[config.mk]
export PLATFORM = sky130hd
export DESIGN_NAME = stream_substring_replace
export DESIGN_NICKNAME = d
export VERILOG_FILES = /design/src/design/ssr_pkg.sv /design/src/design/ssr_cell.sv /design/src/design/ssr_out.sv /design/src/design/stream_substring_replace.sv
export SDC_FILE = /design/constraint.sdc
export NUM_CORES = 1
export LEC_CHECK = 0
export CAP_MARGIN = 20
export CORE_MARGIN = 2
export CORE_UTILIZATION = 64
export DETAILED_ROUTE_END_ITERATION = 10
export DONT_BUFFER_PORTS = 1
export PLACE_DENSITY = 0.78
export SKIP_LAST_GASP = 1
export SLEW_MARGIN = 20
export SYNTH_ARGS = -nofsm -noshare
export SYNTH_HDL_FRONTEND = slang
export SYNTH_SLANG_ARGS = --single-unit
[constraint.sdc]
create_clock -name clk -period 11.3 [get_ports clk]
set_clock_uncertainty 0.05 [all_clocks]
set_input_delay 1.695 -clock clk [delete_from_list [all_inputs] [get_ports clk]]
set_output_delay 1.695 -clock clk [all_outputs]
set_load 0.005 [all_outputs]
[src/design/ssr_pkg.sv]
// Shared constants, types and helper functions for the stream substring replace block.
package ssr_pkg;

    localparam int MAX_PATTERN     = 8;
    localparam int MAX_REPLACEMENT = 8;
    localparam int BYTE_W          = 8;
    localparam int LEN_W           = 4;
    localparam int IDX_W           = 3;
    localparam int CFG_IDX_W       = 2;
    localparam int CFG_DATA_W      = 64;
    localparam int PAT_W           = MAX_PATTERN * BYTE_W;
    localparam int REPL_W          = MAX_REPLACEMENT * BYTE_W;

    localparam logic [CFG_IDX_W-1:0] REG_PATTERN_BYTES      = 2'd0;
    localparam logic [CFG_IDX_W-1:0] REG_PATTERN_LENGTH     = 2'd1;
    localparam logic [CFG_IDX_W-1:0] REG_REPLACEMENT_BYTES  = 2'd2;
    localparam logic [CFG_IDX_W-1:0] REG_REPLACEMENT_LENGTH = 2'd3;

    // One group of results caused by a single input transaction.
    typedef struct packed {
        logic [REPL_W-1:0] bytes;
        logic [LEN_W-1:0]  count;
        logic              last;
    } ssr_group_t;

    // Control broadcast to every window cell.
    typedef struct packed {
        logic accept;
        logic shift;
    } ssr_cell_ctrl_t;

    function automatic logic [LEN_W-1:0] sat_plen(input logic [LEN_W-1:0] v);
        logic [LEN_W-1:0] r;
        r = v;
        if (v == '0)
        begin
            r = LEN_W'(1);
        end
        else if (v > LEN_W'(MAX_PATTERN))
        begin
            r = LEN_W'(MAX_PATTERN);
        end
        return r;
    endfunction

    function automatic logic [LEN_W-1:0] sat_rlen(input logic [LEN_W-1:0] v);
        logic [LEN_W-1:0] r;
        r = v;
        if (v > LEN_W'(MAX_REPLACEMENT))
        begin
            r = LEN_W'(MAX_REPLACEMENT);
        end
        return r;
    endfunction

endpackage

[src/design/ssr_cell.sv]
// One window cell: holds a pending byte, compares it with its pattern byte, shifts to its neighbor.
module ssr_cell import ssr_pkg::*;
(
    input  logic                 clk,
    input  logic                 rst_n,
    input  ssr_cell_ctrl_t       ctrl,
    input  logic                 sel_here,
    input  logic                 ignore,
    input  logic [BYTE_W-1:0]    in_byte,
    input  logic [BYTE_W-1:0]    pat_byte,
    input  logic [BYTE_W-1:0]    nbr_app,
    output logic [BYTE_W-1:0]    app_byte,
    output logic                 eq
);

    logic [BYTE_W-1:0] byte_reg;
    logic [BYTE_W-1:0] byte_next;

    // The incoming byte lands in the cell that sits at the current fill position.
    assign app_byte = sel_here ? in_byte : byte_reg;
    assign eq       = ignore || (app_byte == pat_byte);

    always_comb
    begin
        byte_next = byte_reg;
        if (ctrl.accept)
        begin
            byte_next = ctrl.shift ? nbr_app : app_byte;
        end
    end

    always_ff @(posedge clk or negedge rst_n)
    begin
        if (!rst_n)
        begin
            byte_reg <= '0;
        end
        else
        begin
            byte_reg <= byte_next;
        end
    end

endmodule

[src/design/ssr_out.sv]
// Output stage: a skid slot for result groups and a serializer that sends one byte per transaction.
module ssr_out import ssr_pkg::*;
(
    input  logic                 clk,
    input  logic                 rst_n,
    input  logic                 grp_valid,
    input  ssr_group_t           grp,
    output logic                 grp_ready,
    output logic                 m_tvalid,
    input  logic                 m_tready,
    output logic [BYTE_W-1:0]    m_tdata,
    output logic                 m_tuser,
    output logic                 m_tlast
);

    logic             a_valid_reg, a_valid_next;
    ssr_group_t       a_grp_reg, a_grp_next;
    logic             b_valid_reg, b_valid_next;
    ssr_group_t       b_grp_reg, b_grp_next;
    logic [IDX_W-1:0] b_idx_reg, b_idx_next;
    logic             b_final;
    logic             b_free;

    assign b_final = (b_grp_reg.count == '0) ||
                     ((LEN_W'(b_idx_reg) + LEN_W'(1)) == b_grp_reg.count);
    assign b_free  = !b_valid_reg || (m_tready && b_final);

    assign grp_ready = !a_valid_reg;
    assign m_tvalid  = b_valid_reg;
    assign m_tuser   = (b_grp_reg.count != '0);
    assign m_tlast   = b_grp_reg.last && b_final;
    assign m_tdata   = m_tuser ? b_grp_reg.bytes[{b_idx_reg, 3'b000} +: BYTE_W] : '0;

    always_comb
    begin
        a_valid_next = a_valid_reg;
        a_grp_next   = a_grp_reg;
        b_valid_next = b_valid_reg;
        b_grp_next   = b_grp_reg;
        b_idx_next   = b_idx_reg;
        if (b_free)
        begin
            b_idx_next = '0;
            if (a_valid_reg)
            begin
                b_valid_next = 1'b1;
                b_grp_next   = a_grp_reg;
                a_valid_next = 1'b0;
            end
            else if (grp_valid)
            begin
                b_valid_next = 1'b1;
                b_grp_next   = grp;
            end
            else
            begin
                b_valid_next = 1'b0;
            end
        end
        else
        begin
            if (m_tready)
            begin
                b_idx_next = b_idx_reg + IDX_W'(1);
            end
            if (grp_valid)
            begin
                a_valid_next = 1'b1;
                a_grp_next   = grp;
            end
        end
    end

    always_ff @(posedge clk or negedge rst_n)
    begin
        if (!rst_n)
        begin
            a_valid_reg <= 1'b0;
            b_valid_reg <= 1'b0;
            b_idx_reg   <= '0;
        end
        else
        begin
            a_valid_reg <= a_valid_next;
            b_valid_reg <= b_valid_next;
            b_idx_reg   <= b_idx_next;
        end
    end

    always_ff @(posedge clk)
    begin
        a_grp_reg <= a_grp_next;
        b_grp_reg <= b_grp_next;
    end

endmodule

[src/design/stream_substring_replace.sv]
// Top level of the streaming replace-all block: window cell chain, match logic and output stage.
// A result group is registered in the serializer slot, or first in the skid slot while that is busy.
// Throughput: one input byte per cycle while each byte causes at most one result and m_tready
// stays high; a group of N results (replacement or final flush, N up to 8) is sent one byte per
// transfer; the single skid slot in the output stage lets one more group wait before input stalls.
// Reset (rst_n, asynchronous, active low) empties the window and output stage and restores
// pattern length 1, replacement length 0 and both byte registers to zero.
module stream_substring_replace import ssr_pkg::*;
(
    input  logic                  clk,
    input  logic                  rst_n,
    input  logic                  s_tvalid,
    output logic                  s_tready,
    input  logic [BYTE_W-1:0]     s_tdata,   // [7:0] in_byte
    input  logic                  s_tlast,
    output logic                  m_tvalid,
    input  logic                  m_tready,
    output logic [BYTE_W-1:0]     m_tdata,   // [7:0] out_byte
    output logic                  m_tuser,   // [0] byte_valid
    output logic                  m_tlast,
    input  logic                  cfg_we,
    input  logic [CFG_IDX_W-1:0]  cfg_index,
    input  logic [CFG_DATA_W-1:0] cfg_data
);

    // Configuration registers. Lengths are saturated when written, so the datapath only
    // ever sees a pattern length of 1 to 8 and a replacement length of 0 to 8.
    logic [PAT_W-1:0]  pat_reg;
    logic [LEN_W-1:0]  plen_reg;
    logic [REPL_W-1:0] repl_reg;
    logic [LEN_W-1:0]  rlen_reg;

    // Number of pending bytes in the window; it always stays below the pattern length.
    logic [LEN_W-1:0]  fill_reg, fill_next;

    logic                       s_accept;
    logic [LEN_W-1:0]           fill_app;
    logic                       full;
    logic                       match;
    logic                       shift;
    ssr_cell_ctrl_t             cell_ctrl;
    logic [MAX_PATTERN-1:0]     eq;
    logic [BYTE_W-1:0]          app [MAX_PATTERN];
    logic [PAT_W-1:0]           app_bytes;
    logic                       grp_valid;
    logic                       grp_ready;
    ssr_group_t                 grp;

    assign s_tready = grp_ready;
    assign s_accept = s_tvalid && s_tready;

    // The window after appending the new byte is full when it reaches the pattern length.
    // A full window that matches in every used cell is replaced; a full window that does
    // not match lets its oldest byte go and every cell takes its neighbor's byte.
    assign fill_app = fill_reg + LEN_W'(1);
    assign full     = (fill_app == plen_reg);
    assign match    = full && (&eq);
    assign shift    = full && !match;

    assign cell_ctrl.accept = s_accept;
    assign cell_ctrl.shift  = shift;

    genvar gi;
    generate
        for (gi = 0; gi < MAX_PATTERN; gi++)
        begin : g_cell
            logic [BYTE_W-1:0] nbr;
            if (gi == MAX_PATTERN - 1)
            begin : g_end
                assign nbr = '0;
            end
            else
            begin : g_mid
                assign nbr = app[gi + 1];
            end

            ssr_cell u_cell
            (
                .clk      (clk),
                .rst_n    (rst_n),
                .ctrl     (cell_ctrl),
                .sel_here (fill_reg == LEN_W'(gi)),
                .ignore   (LEN_W'(gi) >= plen_reg),
                .in_byte  (s_tdata),
                .pat_byte (pat_reg[gi * BYTE_W +: BYTE_W]),
                .nbr_app  (nbr),
                .app_byte (app[gi]),
                .eq       (eq[gi])
            );

            assign app_bytes[gi * BYTE_W +: BYTE_W] = app[gi];
        end
    endgenerate

    // Result group for this transaction. A match sends the replacement, and then nothing is
    // left to flush. Otherwise the group is taken from the front of the appended window:
    // one byte when the window slides, or every pending byte when the text ends. An empty
    // group that carries the end mark becomes the empty end marker in the output stage.
    always_comb
    begin
        grp.last = s_tlast;
        if (match)
        begin
            grp.bytes = repl_reg;
            grp.count = rlen_reg;
        end
        else
        begin
            grp.bytes = app_bytes;
            grp.count = s_tlast ? fill_app : LEN_W'(1);
        end
    end

    assign grp_valid = s_accept && (s_tlast || shift || (match && (rlen_reg != '0)));

    always_comb
    begin
        fill_next = fill_reg;
        if (cfg_we && (cfg_index == REG_PATTERN_LENGTH))
        begin
            fill_next = '0;
        end
        else if (s_accept)
        begin
            if (s_tlast || match)
            begin
                fill_next = '0;
            end
            else if (shift)
            begin
                fill_next = plen_reg - LEN_W'(1);
            end
            else
            begin
                fill_next = fill_app;
            end
        end
    end

    always_ff @(posedge clk or negedge rst_n)
    begin
        if (!rst_n)
        begin
            fill_reg <= '0;
            pat_reg  <= '0;
            plen_reg <= LEN_W'(1);
            repl_reg <= '0;
            rlen_reg <= '0;
        end
        else
        begin
            fill_reg <= fill_next;
            if (cfg_we)
            begin
                case (cfg_index)
                    REG_PATTERN_BYTES:      pat_reg  <= cfg_data[PAT_W-1:0];
                    REG_PATTERN_LENGTH:     plen_reg <= sat_plen(cfg_data[LEN_W-1:0]);
                    REG_REPLACEMENT_BYTES:  repl_reg <= cfg_data[REPL_W-1:0];
                    REG_REPLACEMENT_LENGTH: rlen_reg <= sat_rlen(cfg_data[LEN_W-1:0]);
                    default:                ;
                endcase
            end
        end
    end

    ssr_out u_out
    (
        .clk       (clk),
        .rst_n     (rst_n),
        .grp_valid (grp_valid),
        .grp       (grp),
        .grp_ready (grp_ready),
        .m_tvalid  (m_tvalid),
        .m_tready  (m_tready),
        .m_tdata   (m_tdata),
        .m_tuser   (m_tuser),
        .m_tlast   (m_tlast)
    );

endmodule
-- Yosys cells after proc, flatten, opt, wreduce, memory -nomap -nowiden
Cells that the tools add are included.
- $add $sub $neg: 4
- order comparisons: 9
- eq/ne operators: 20
- shifts and indexed selects: 1
- multiplexer cells: 33
- bitwise logic cells: 1
- reduce and logical (&&, ||, !) cells: 41
- operators with widths (kind ; count):
    2-to-1 mux 69 bit ; 2
    2-to-1 mux 8 bit ; 17
    2-to-1 mux 68 bit ; 1
    == test 8 bit ; 8
    indexed part select 64 x 7 -> 8 bit ; 1
    2-to-1 mux 4 bit ; 7
    == test 4 x 3 -> 1 bit (second input constant) ; 4
    >= comparator 3 x 4 -> 1 bit (first input constant) ; 4
    logical OR 1 bit ; 13
    logical NOT 4 bit ; 3
    AND reduction 2 bit ; 6
    == test 4 x 2 -> 1 bit (second input constant) ; 2
    == test 4 bit ; 2
    >= comparator 1 x 4 -> 1 bit (first input constant) ; 2
    >= comparator 2 x 4 -> 1 bit (first input constant) ; 2
    logical AND 1 bit ; 8
    AND reduction 8 bit ; 1
    nonzero test 2 bit ; 4
    nonzero test 4 bit ; 2
    2-to-1 mux 3 bit ; 2
    adder 3 x 1 -> 4 bit (second input constant) ; 1
    adder 4 x 1 -> 4 bit (second input constant) ; 1
    == test 2 bit (second input constant) ; 2
    == test 4 x 1 -> 1 bit (second input constant) ; 1
    8 further kinds ; 13
- bits in registers: 347
- logic and storage cells: 131

-- Logic depth before layout (Yosys ltp)
Gate-level depths: netlist of run 1.
- depth in word-level cells: 13
- mapped depth: 15
- depth with buffers taken out: 11

-- By module
Synthesis of run 1 repeated with hierarchy kept, for this count alone.
- cells, all modules: 1131
- area, all modules: 17400.4 um^2
- modules (own cells, without submodules) (module ; times used ; cells each ; area each (um^2)):
    stream_substring_replace ; 1 ; 469 ; 6781.5
    ssr_out ; 1 ; 294 ; 5894.4
    ssr_cell ; 8 ; 46 ; 590.6

-- Worst setup path after synthesis of run 1
No wires, ideal clock.
- path type: input to register
- start: input port s_tdata[0]
- end: register u_out.b_grp_reg[0] in the netlist's numbering, enable pin
- library setup time: 601 ps
- data arrival time: 8400 ps
- required time: 10649 ps
- setup slack: 2249 ps
- stages on the path: 11
- buffers on the path: 2
- cells stage by stage: buf_2 -> clkinv_1 -> o221ai_1 -> nor2_1 -> or3_1 -> a41oi_1 -> nor4_4 -> buf_2 -> nand3_1 -> nand3_1 -> a21boi_0
- longest elaborated chain between the ends: 12
- elaborated cells on any way between the ends: 34
- classes of those cells: eq/ne (8); mux (8); reduce/logical (18)
- RTL lines (item ; line ; RTL):
    start, declared ; stream_substring_replace.sv:14 ; input logic [BYTE_W-1:0] s_tdata,
    2-to-1 mux 8 bit ; ssr_cell.sv:20 ; assign app_byte = sel_here ? in_byte : byte_reg;
    == test 8 bit ; ssr_cell.sv:21 ; assign eq = ignore || (app_byte == pat_byte);
    logical OR 1 bit ; ssr_cell.sv:21 ;
    AND reduction 8 bit (*) ; stream_substring_replace.sv:57 ; assign match = full && (&eq);
    logical AND 1 bit (*) ; stream_substring_replace.sv:57 ;
    logical NOT 1 bit ; stream_substring_replace.sv:58 ; assign shift = full && !match;
    logical AND 1 bit ; stream_substring_replace.sv:58 ;
    logical OR 1 bit ; stream_substring_replace.sv:114 ; assign grp_valid = s_accept && (s_tlast || shift || (match && (rlen_reg != '0)));
    logical OR 1 bit (*) ; stream_substring_replace.sv:114 ;
    logical AND 1 bit (*) ; stream_substring_replace.sv:114 ;
    nonzero test 2 bit (no line) (*) ; n/a ;
    AND reduction 2 bit (no line) (*) ; n/a ;
    end signal, assigned ; ssr_out.sv:93 ; b_grp_reg <= b_grp_next;
    end, declared ; ssr_out.sv:19 ; ssr_group_t b_grp_reg, b_grp_next;
Mark *: on every way between the ends. The rest lies on a longest branch, timed or not.
A chain may end at the register's enable or synchronous reset.

-- Worst setup path after layout of run 1
- start: register fill_reg[2]
- end: register u_out.b_grp_reg[67] in the netlist's numbering (data pin)
- longest elaborated chain between the ends: 9
- elaborated cells on any way between the ends: 39
- classes of those cells: add/sub (1); eq/ne (16); mux (11); reduce/logical (11)
- RTL lines (item ; line ; RTL):
    start, declared ; stream_substring_replace.sv:34 ; logic [LEN_W-1:0] fill_reg, fill_next;
    start signal, assigned ; stream_substring_replace.sv:152 ; fill_reg <= fill_next;
    == test 4 x 1 -> 1 bit (tied with other cells) ; stream_substring_replace.sv:82 ; .sel_here (fill_reg == LEN_W'(gi)),
    2-to-1 mux 8 bit ; ssr_cell.sv:20 ;
    == test 8 bit ; ssr_cell.sv:21 ;
    logical OR 1 bit ; ssr_cell.sv:21 ;
    AND reduction 8 bit ; stream_substring_replace.sv:57 ;
    logical AND 1 bit ; stream_substring_replace.sv:57 ;
    2-to-1 mux 68 bit (*) ; stream_substring_replace.sv:102 ; if (match)
    2-to-1 mux 69 bit (*) ; ssr_out.sv:50 ; else if (grp_valid)
    2-to-1 mux 69 bit (*) ; ssr_out.sv:44 ; if (a_valid_reg)
Mark *: on every way between the ends. The rest lies on a longest branch, timed or not. The select of a mux whose other input is x is not followed.

==> impl.org, run 1 <==
** Global routing
- Combined global-route utilization of all metal layers :: 34.09%
- Number of global-route vias before repair :: 12195
- Initial antenna violation count :: 4
- After global routing the overflow that remains totals 0.
- The first global-routing pass estimated 73640 um of wire.
- Entering global routing, the biggest net connects 210 pins.

** Final layout
- The number of antenna diodes in the final layout is 0.
- For this run, the post-layout net count is between 1500 and 2000.
- The finished cells cover 0.01931 mm^2.
- From synthesis to final layout, the design area changed by 8.410%.
- Of the cells placed in the final design, the portion with a size suffix greater than 1 is 17.98%.

** Timing
- Maximum clock frequency :: roughly 0.18 GHz
- Min Tclk post-route :: 5536 ps
- Final setup violating endpoints :: 0
- Count of pins over their slew limit :: 0
- Setup repair after global routing left no endpoint under its margin.
- Sum of negative setup slack :: 0 ps
- Number of endpoints with negative hold slack in the final report :: 0
- Max-Slew Margin vs Limit :: between 30% and 40%
- Post-route fraction of the period consumed by the critical path :: 48.99%
- For the pin with the worst max-slew slack, the measured transition is approximately 1000 ps.
- Final hold analysis gives a worst-case slack of 435.3 ps.

** Synth
- Mapped Avg Cell Area :: roughly 11 um^2
- Of all cell types, the one taking the most synthesized area is dfrtp_1.
- Distinct cells, synth :: 72
- Count of state elements after synthesis :: 347
- Total of warnings raised by yosys :: 0
- Most common library cells after synthesis :: dfrtp_1 (208), nand2_1 (151), mux2_2 (147), nor2_1 (142), edfxtp_1 (138)
- Counting every instance in the synthesized netlist gives approximately 1600.
- Proportion of synthesized chip area in sequential cells :: a little over half
- Number of enable-type register cells in the synthesized netlist :: 138
- Top FF cell, synth :: dfrtp_1
- In the post-synthesis netlist, the cell with the most instances is dfrtp_1.
- Total nets after synthesis :: 1671
- Of all flip-flops after synthesis, the portion carrying an async set or reset was 60.23%.
- The top cell type by area accounts for ~29% of the synthesized area.
- By area the synthesized netlist is led by dfrtp_1 (29%), edfxtp_1 (23%), mux2_2 (9.3%).
- Summed instance area of the synthesized netlist :: 0.01781 mm^2

** CTS
- Max clock buf depth :: 3
- CTS root buf :: clkbuf_16
- Number of setup buffers added after CTS :: 0
- TritonCTS built the clock tree.
- In this run, CTS created clock tree buffers numbering 38.
- Clock transition at path regs :: 60 ps
- Quantity of hold-fixing buffers added after cts :: 0
- For this design, the sink count on the clock tree is 347.
- Post-CTS resize count :: 0
- H-tree levels :: 2
- The later pin in the worst-skew pair is clocked with a latency of about 540 ps.

** Worst hold path
- The worst hold path begins at g_cell[2].u_cell.byte_reg[1].
- Hold Crit Class :: flop to flop

** Routing
- Dividing the detail-routed wire length by the instance count gives 25.31 um.
- Via density per instance :: ~6.6
- The detailed router finished its first iteration with between 1500 and 2000 violations.
- First drt pass iteration count :: 6
- Overall routed net length :: 49130 um
- The detail route stage leaves a number of antenna-violating nets equal to 0.
- Via total after detailed routing :: approximately 13000
- Post-route DRC :: 0

** Floorplanning
- 92 I/O pins were placed.
- Effective utilization at floorplan :: 64.64%
- The floorplan step set the die height to 170.8 um.
- Total core area :: 0.02755 mm^2
- Die Footprint :: roughly 0.029 mm^2
- Row generation in the floorplan step produced approximately 60 rows.
- Horiz. Die Dim :: about 170 um

** Pwr
- For this design the ratio of total power to cell area is 228.3 mW/mm^2.
- Static leakage :: about 0.008 uW
- The design draws 4407 uW.
- Peak supply drop :: ~140 uV

** Critical path
- For the worst setup path, the data arrival time is 5720 ps.
- STA classifies the critical path startpoint as a flop.
- Launch point of the worst path :: fill_reg[2]
- Highest net fanout along the worst path :: 46
- Startpoint-to-endpoint class of the critical path :: flop to flop
- The worst register-to-register path begins at fill_reg[2].
- Kind of end point of the critical path :: flop
- STA puts the critical path data required time at 11480 ps.

** Placement
- Post-detailed-placement half-perimeter wirelength :: 33320 um
- Placer congestion estimate :: 0.9210
- Placement-stage cell area :: 0.01802 mm^2
- In this run the tool buffered the top-level ports with 0 buffer cells.

** Status
- Outcome :: finished clean

** Flow run
- Across the run, the number of max-cap violations was 0.
placed cells by master (no fill, tap or decap), types with 34 or more instances in the layout:
cell type | netlist | routed
a31oi_1 | 50 | 50
nand2_1 | 151 | 150
o21ai_0 | 62 | 62
inv_1 | 82 | 82
dfrtp_1 | 208 | 207
o31ai_1 | 58 | 58
clkbuf_16 | 0 | 42
mux2_2 | 147 | 147
nor2b_1 | 35 | 34
edfxtp_1 | 138 | 138
mux2i_1 | 73 | 73
nor2_1 | 142 | 142
metrics by stage:
step	setup WS, ps	instances	utilization (%)
6_report	5764	1941	70.07
5_1_grt	5517	1941	70.07
4_1_cts	5918	1941	70.05
3_5_place_dp	5725	1871	65.41
3_3_place_gp	5838	1871	65.41
2_1_floorplan	2249	1582	-
logic make-up after synthesis:
family | after synthesis | share of synthesized area (%)
AOI/OAI and AO/OA | 310 | 12.10
and+or+nand+nor | 425 | 11.07
xor gates and xnor gates | 52 | 2.557
adders and majority gates | 9 | 0.6323
buffers and inverters | 189 | 4.370
DFF | 347 | 52.64
muxes | 250 | 16.63
per-layer routing:
layer	vias to the layer above	wire length [um]	global-route usage (%)
li1	5664	-	-
met1	6307	20400	48.66
met2	684	21760	50.54
met3	115	5557	11.08
met4	0	1408	9.580
met5	-	0	0
layout make-up:
type	count	area (um^2)
tap	378	473.0
fill	2009	8245
clock inverter	16	163.9
timing repair buffer	17	127.6
multi-input combinational	1046	7736
sequential	347	9379
inverter	83	311.5
clock buffer	54	1116
power breakdown:
group	leakage [uW]	internal [uW]	switching (uW)
clock network	0.000623	760	510
registers	0.00384	1620	224
logic	0.00342	524	770
worst paths after layout:
kind	endpoint	depth (start not counted)	slack [ps]
max in group asynchronous	repl_reg[1]	0	9980
min	g_cell[2].u_cell.byte_reg[1]	2	440
min reg2reg	g_cell[2].u_cell.byte_reg[1]	2	440
max reg2reg	u_out.b_grp_reg[67]	10	5760
max	u_out.b_grp_reg[67]	10	5760
min in group asynchronous	repl_reg[42]	0	820
worst max-delay path: stages, from the launching register on:
cell and delay, ps:
dfrtp_1 820, nand3b_1 820, mux2i_2 620, o221ai_1 200, nor3_1 210, a31oi_1 210, nor4_4 360, nand3_4 510
buf_4 530, and2_1 240, o31ai_1 640
Note: power is estimated with default switching activity, not from simulation.
==> run 2: changes to the inputs <==
Settings changed: CORE_UTILIZATION 64 to 58, PLACE_DENSITY 0.78 to 0.74.
Clock period 11.3 ns to 5 ns, I/O delays scaled along.
==> run 2 against run 1 <==
Against the previous run:
- the flow now finishes with violations (negative hold slack)
- total power is 130% higher
- worst setup slack worse by 5300 ps
- sequential share of layout area is 0.34 points lower
- non-clock buffer count is 12 higher
- sequential cell count stayed put
- critical path type unchanged
- largest power group unchanged
==> impl.org, run 2 (same netlist as run 1, synthesis figures left out) <==
** Status
- The run finished, with violations left.
- The checks that failed: negative hold slack.

** Placement
- Placer congestion estimate :: 0.9562
- Post-detailed-placement half-perimeter wirelength :: about 36000 um
- Input and output buffers added on the ports amount to 0.
- Count of placed standard cells including taps :: 1901

** Timing
- Worst hold slack across all endpoints :: -124.3 ps
- Setup total negative slack on the finished layout was measured at 0 ps.
- Maximum clock frequency :: 0.2194 GHz
- Of the available clock period, the critical path in the final layout requires 91.15%.
- Counting I/O delays and the setup requirement, the final critical path takes approximately 4600 ps.
- At the pin with the least slew margin, the transition time is 1066 ps.
- Setup violations remaining at the end of the flow were counted as 0.
- Setup repair after global routing left no endpoint under its margin.
- The final hold violation count is 208.
- Count of pins over their slew limit :: 0
- Max-Slew Margin vs Limit :: 28.76%

** CTS
- Total clock buffers created by CTS :: 38
- The number of gates resized after CTS was 0.
- After clock tree synthesis, the clock-pin slew on the worst setup and hold paths is 60 ps.
- CTS root buf :: clkbuf_16
- TritonCTS built the clock tree.
- Counting along the longest clock path gives a buffer depth of 3.
- The tree built by TritonCTS fans out to around 350 sinks.
- Clock insertion delay at the later pin of the skew report :: 530 ps
- Number of setup buffers added after CTS :: 0
- H-tree levels :: 2

** Routing
- Number of DRC markers after the initial detailed-route iteration :: 1836
- Post-route DRC :: 0
- First drt pass iteration count :: 8
- Detailed routing inserted a total of 12918 vias.
- Post-route ant nets :: 0
- In the final routed layout, each cell accounts on average for ~26 um.
- Dividing the detail-routed via count by the number of cells gives 6.554.
- The final layout contains routed wiring with a total length of 51340 um.

** Final layout
- Area Overhead vs Synth :: 9.175%
- Ratio of cells with drive above 1 in the final layout :: a little under a fifth
- Leaving out fill and tap cells, the most frequent cell in the layout is dfrtp_1.
- Measured on the finished design, the core utilization comes to 63.90%.
- In the final layout, the multi-input gates occupy ~0.0077 mm^2.
- Summing all flip-flop and latch instances after layout gives 0.009379 mm^2.
- The top cell types in the final layout, fill and taps aside, are dfrtp_1 (207), nand2_1 (150), mux2_2 (147).
- Leaving out filler cells and counting taps, the final layout contains 1971.
- Count of filler cells inserted in the layout :: 2393
- Final-stage net count :: 1634

** Worst hold path
- The worst hold path belongs to the class input port to asynchronous set/reset pin.

** Floorplanning
- Die Ht :: between 150 and 200 um
- The core region is 0.03043 mm^2.
- The floorplan step defined a die boundary enclosing 0.03212 mm^2.
- Effective utilization at floorplan :: 58.53%
- Horiz. Die Dim :: between 150 and 200 um
- In this run the count of I/O pins placed on the die edge is 92.
- After floorplanning, the core was divided into 64 placement rows.

** Critical path
- Largest stage delay on the critical path :: 870 ps
- Highest net fanout along the worst path :: 28
- For the worst setup path, the data required time is 5330 ps.
- Crit path arrival time :: 4890 ps
- The critical path is of the flop to flop type.
- Cell repeated most along the worst path :: buf_4
- The worst setup path is captured at a flop.
- The critical path goes through inv_1 -> ha_1 -> nor3b_2 -> buf_4 -> mux2i_1 -> a22o_1 -> a2111oi_0 -> a32oi_1 -> nor4_4 -> buf_4 -> a21oi_4 -> buf_4 -> mux2i_1 -> o21ai_0.
- STA classifies the critical path startpoint as a flop.
- CP top delay family :: compound AO/OA/AOI/OAI gates
- For this design, the slowest cell found on the critical path is a21oi_4.
- Counting both buffers and inverters, the worst setup path holds a total of 4.

** Global routing
- Initial antenna violation count :: 2
- Wire length of the first global-routing pass :: 77020 um
- Summed over all layers, the global routing overflow is 0.
- Combined global-route utilization of all metal layers :: 32.45%
- Number of global-route vias before repair :: 12289
- Pin count of the biggest net entering global routing :: 210

** Flow run
- The tool flagged a number of max-cap violations equal to 0.

** Pwr
- Static leakage :: 0.007942 uW
- Power density cells :: 512.3 mW/mm^2
- Peak supply drop :: 241.4 uV
==> run 2: cell types whose count changed in the layout (fill, tap and decap cells not counted) <==
cell	change
clkbuf_8	+3
clkinv_4	-1
clkbuf_16	-2
clkinvlp_4	-2
buf_12	+4
diode_2	+2
clkinv_2	+1
buf_4	+8
clkinv_1	-2
clkbuf_1	+1
==> run 2: final cells by class <==
type,instances,share of cell area [%]
flip-flops and latches,347,48.24
clock inverters,12,0.7079
diodes,2,0.02574
multi-input cells,1046,39.79
inverters,83,1.602
well taps,396,2.548
repair buffers,29,1.377
clock buffers,56,5.714
==> run 2: worst paths after layout <==
| path | startpoint | endpoint | slack [ps] | cells after the start |
|---|---|---|---|---|
| hold / removal | rst_n | pat_reg[6] | -120 | 0 |
| hold reg to reg | g_cell[3].u_cell.byte_reg[2] | g_cell[3].u_cell.byte_reg[2] | 430 | 2 |
| max in group asynchronous | rst_n | u_out.a_valid_reg | 4720 | 0 |
| setup / recovery | fill_reg[0] | g_cell[2].u_cell.byte_reg[4] | 440 | 14 |
| min in group clk | cfg_data[3] | plen_reg[0] | 240 | 1 |
| setup reg to reg | fill_reg[0] | g_cell[2].u_cell.byte_reg[4] | 440 | 14 |
==> run 2: routing by layer <==
metal  track usage (%)  wire length (um)  up-vias
li1                  -                 -     5681
met1             49.28             21780     6372
met2             46.22             22120      758
met3             7.803              5963      107
met4             9.577              1477        0
met5                 0                 0        -
==> run 2: power breakdown <==
group / internal (uW) / total [uW] / switching [uW]
clock: 1690 / 2820 / 1120
sequential: 3660 / 4180 / 517
combinational: 1220 / 2970 / 1750
total: 6570 / 9960 / 3390
==> run 2: per-stage QoR <==
| step | setup slack [ps] | cell area, um^2 | power (uW) | hold slack [ps] |
|---|---|---|---|---|
| 2_1_floorplan | 90.96 | 17820 | 6160 | 399.2 |
| 3_3_place_gp | 547.6 | 18180 | 7024 | 411.6 |
| 3_5_place_dp | 520.6 | 18190 | 7101 | 411.4 |
| 4_1_cts | 525.3 | 19440 | 9926 | -140.7 |
| 5_1_grt | 204.1 | 19440 | 10390 | -142.5 |
| 6_report | 442.6 | 19440 | 9961 | -124.3 |
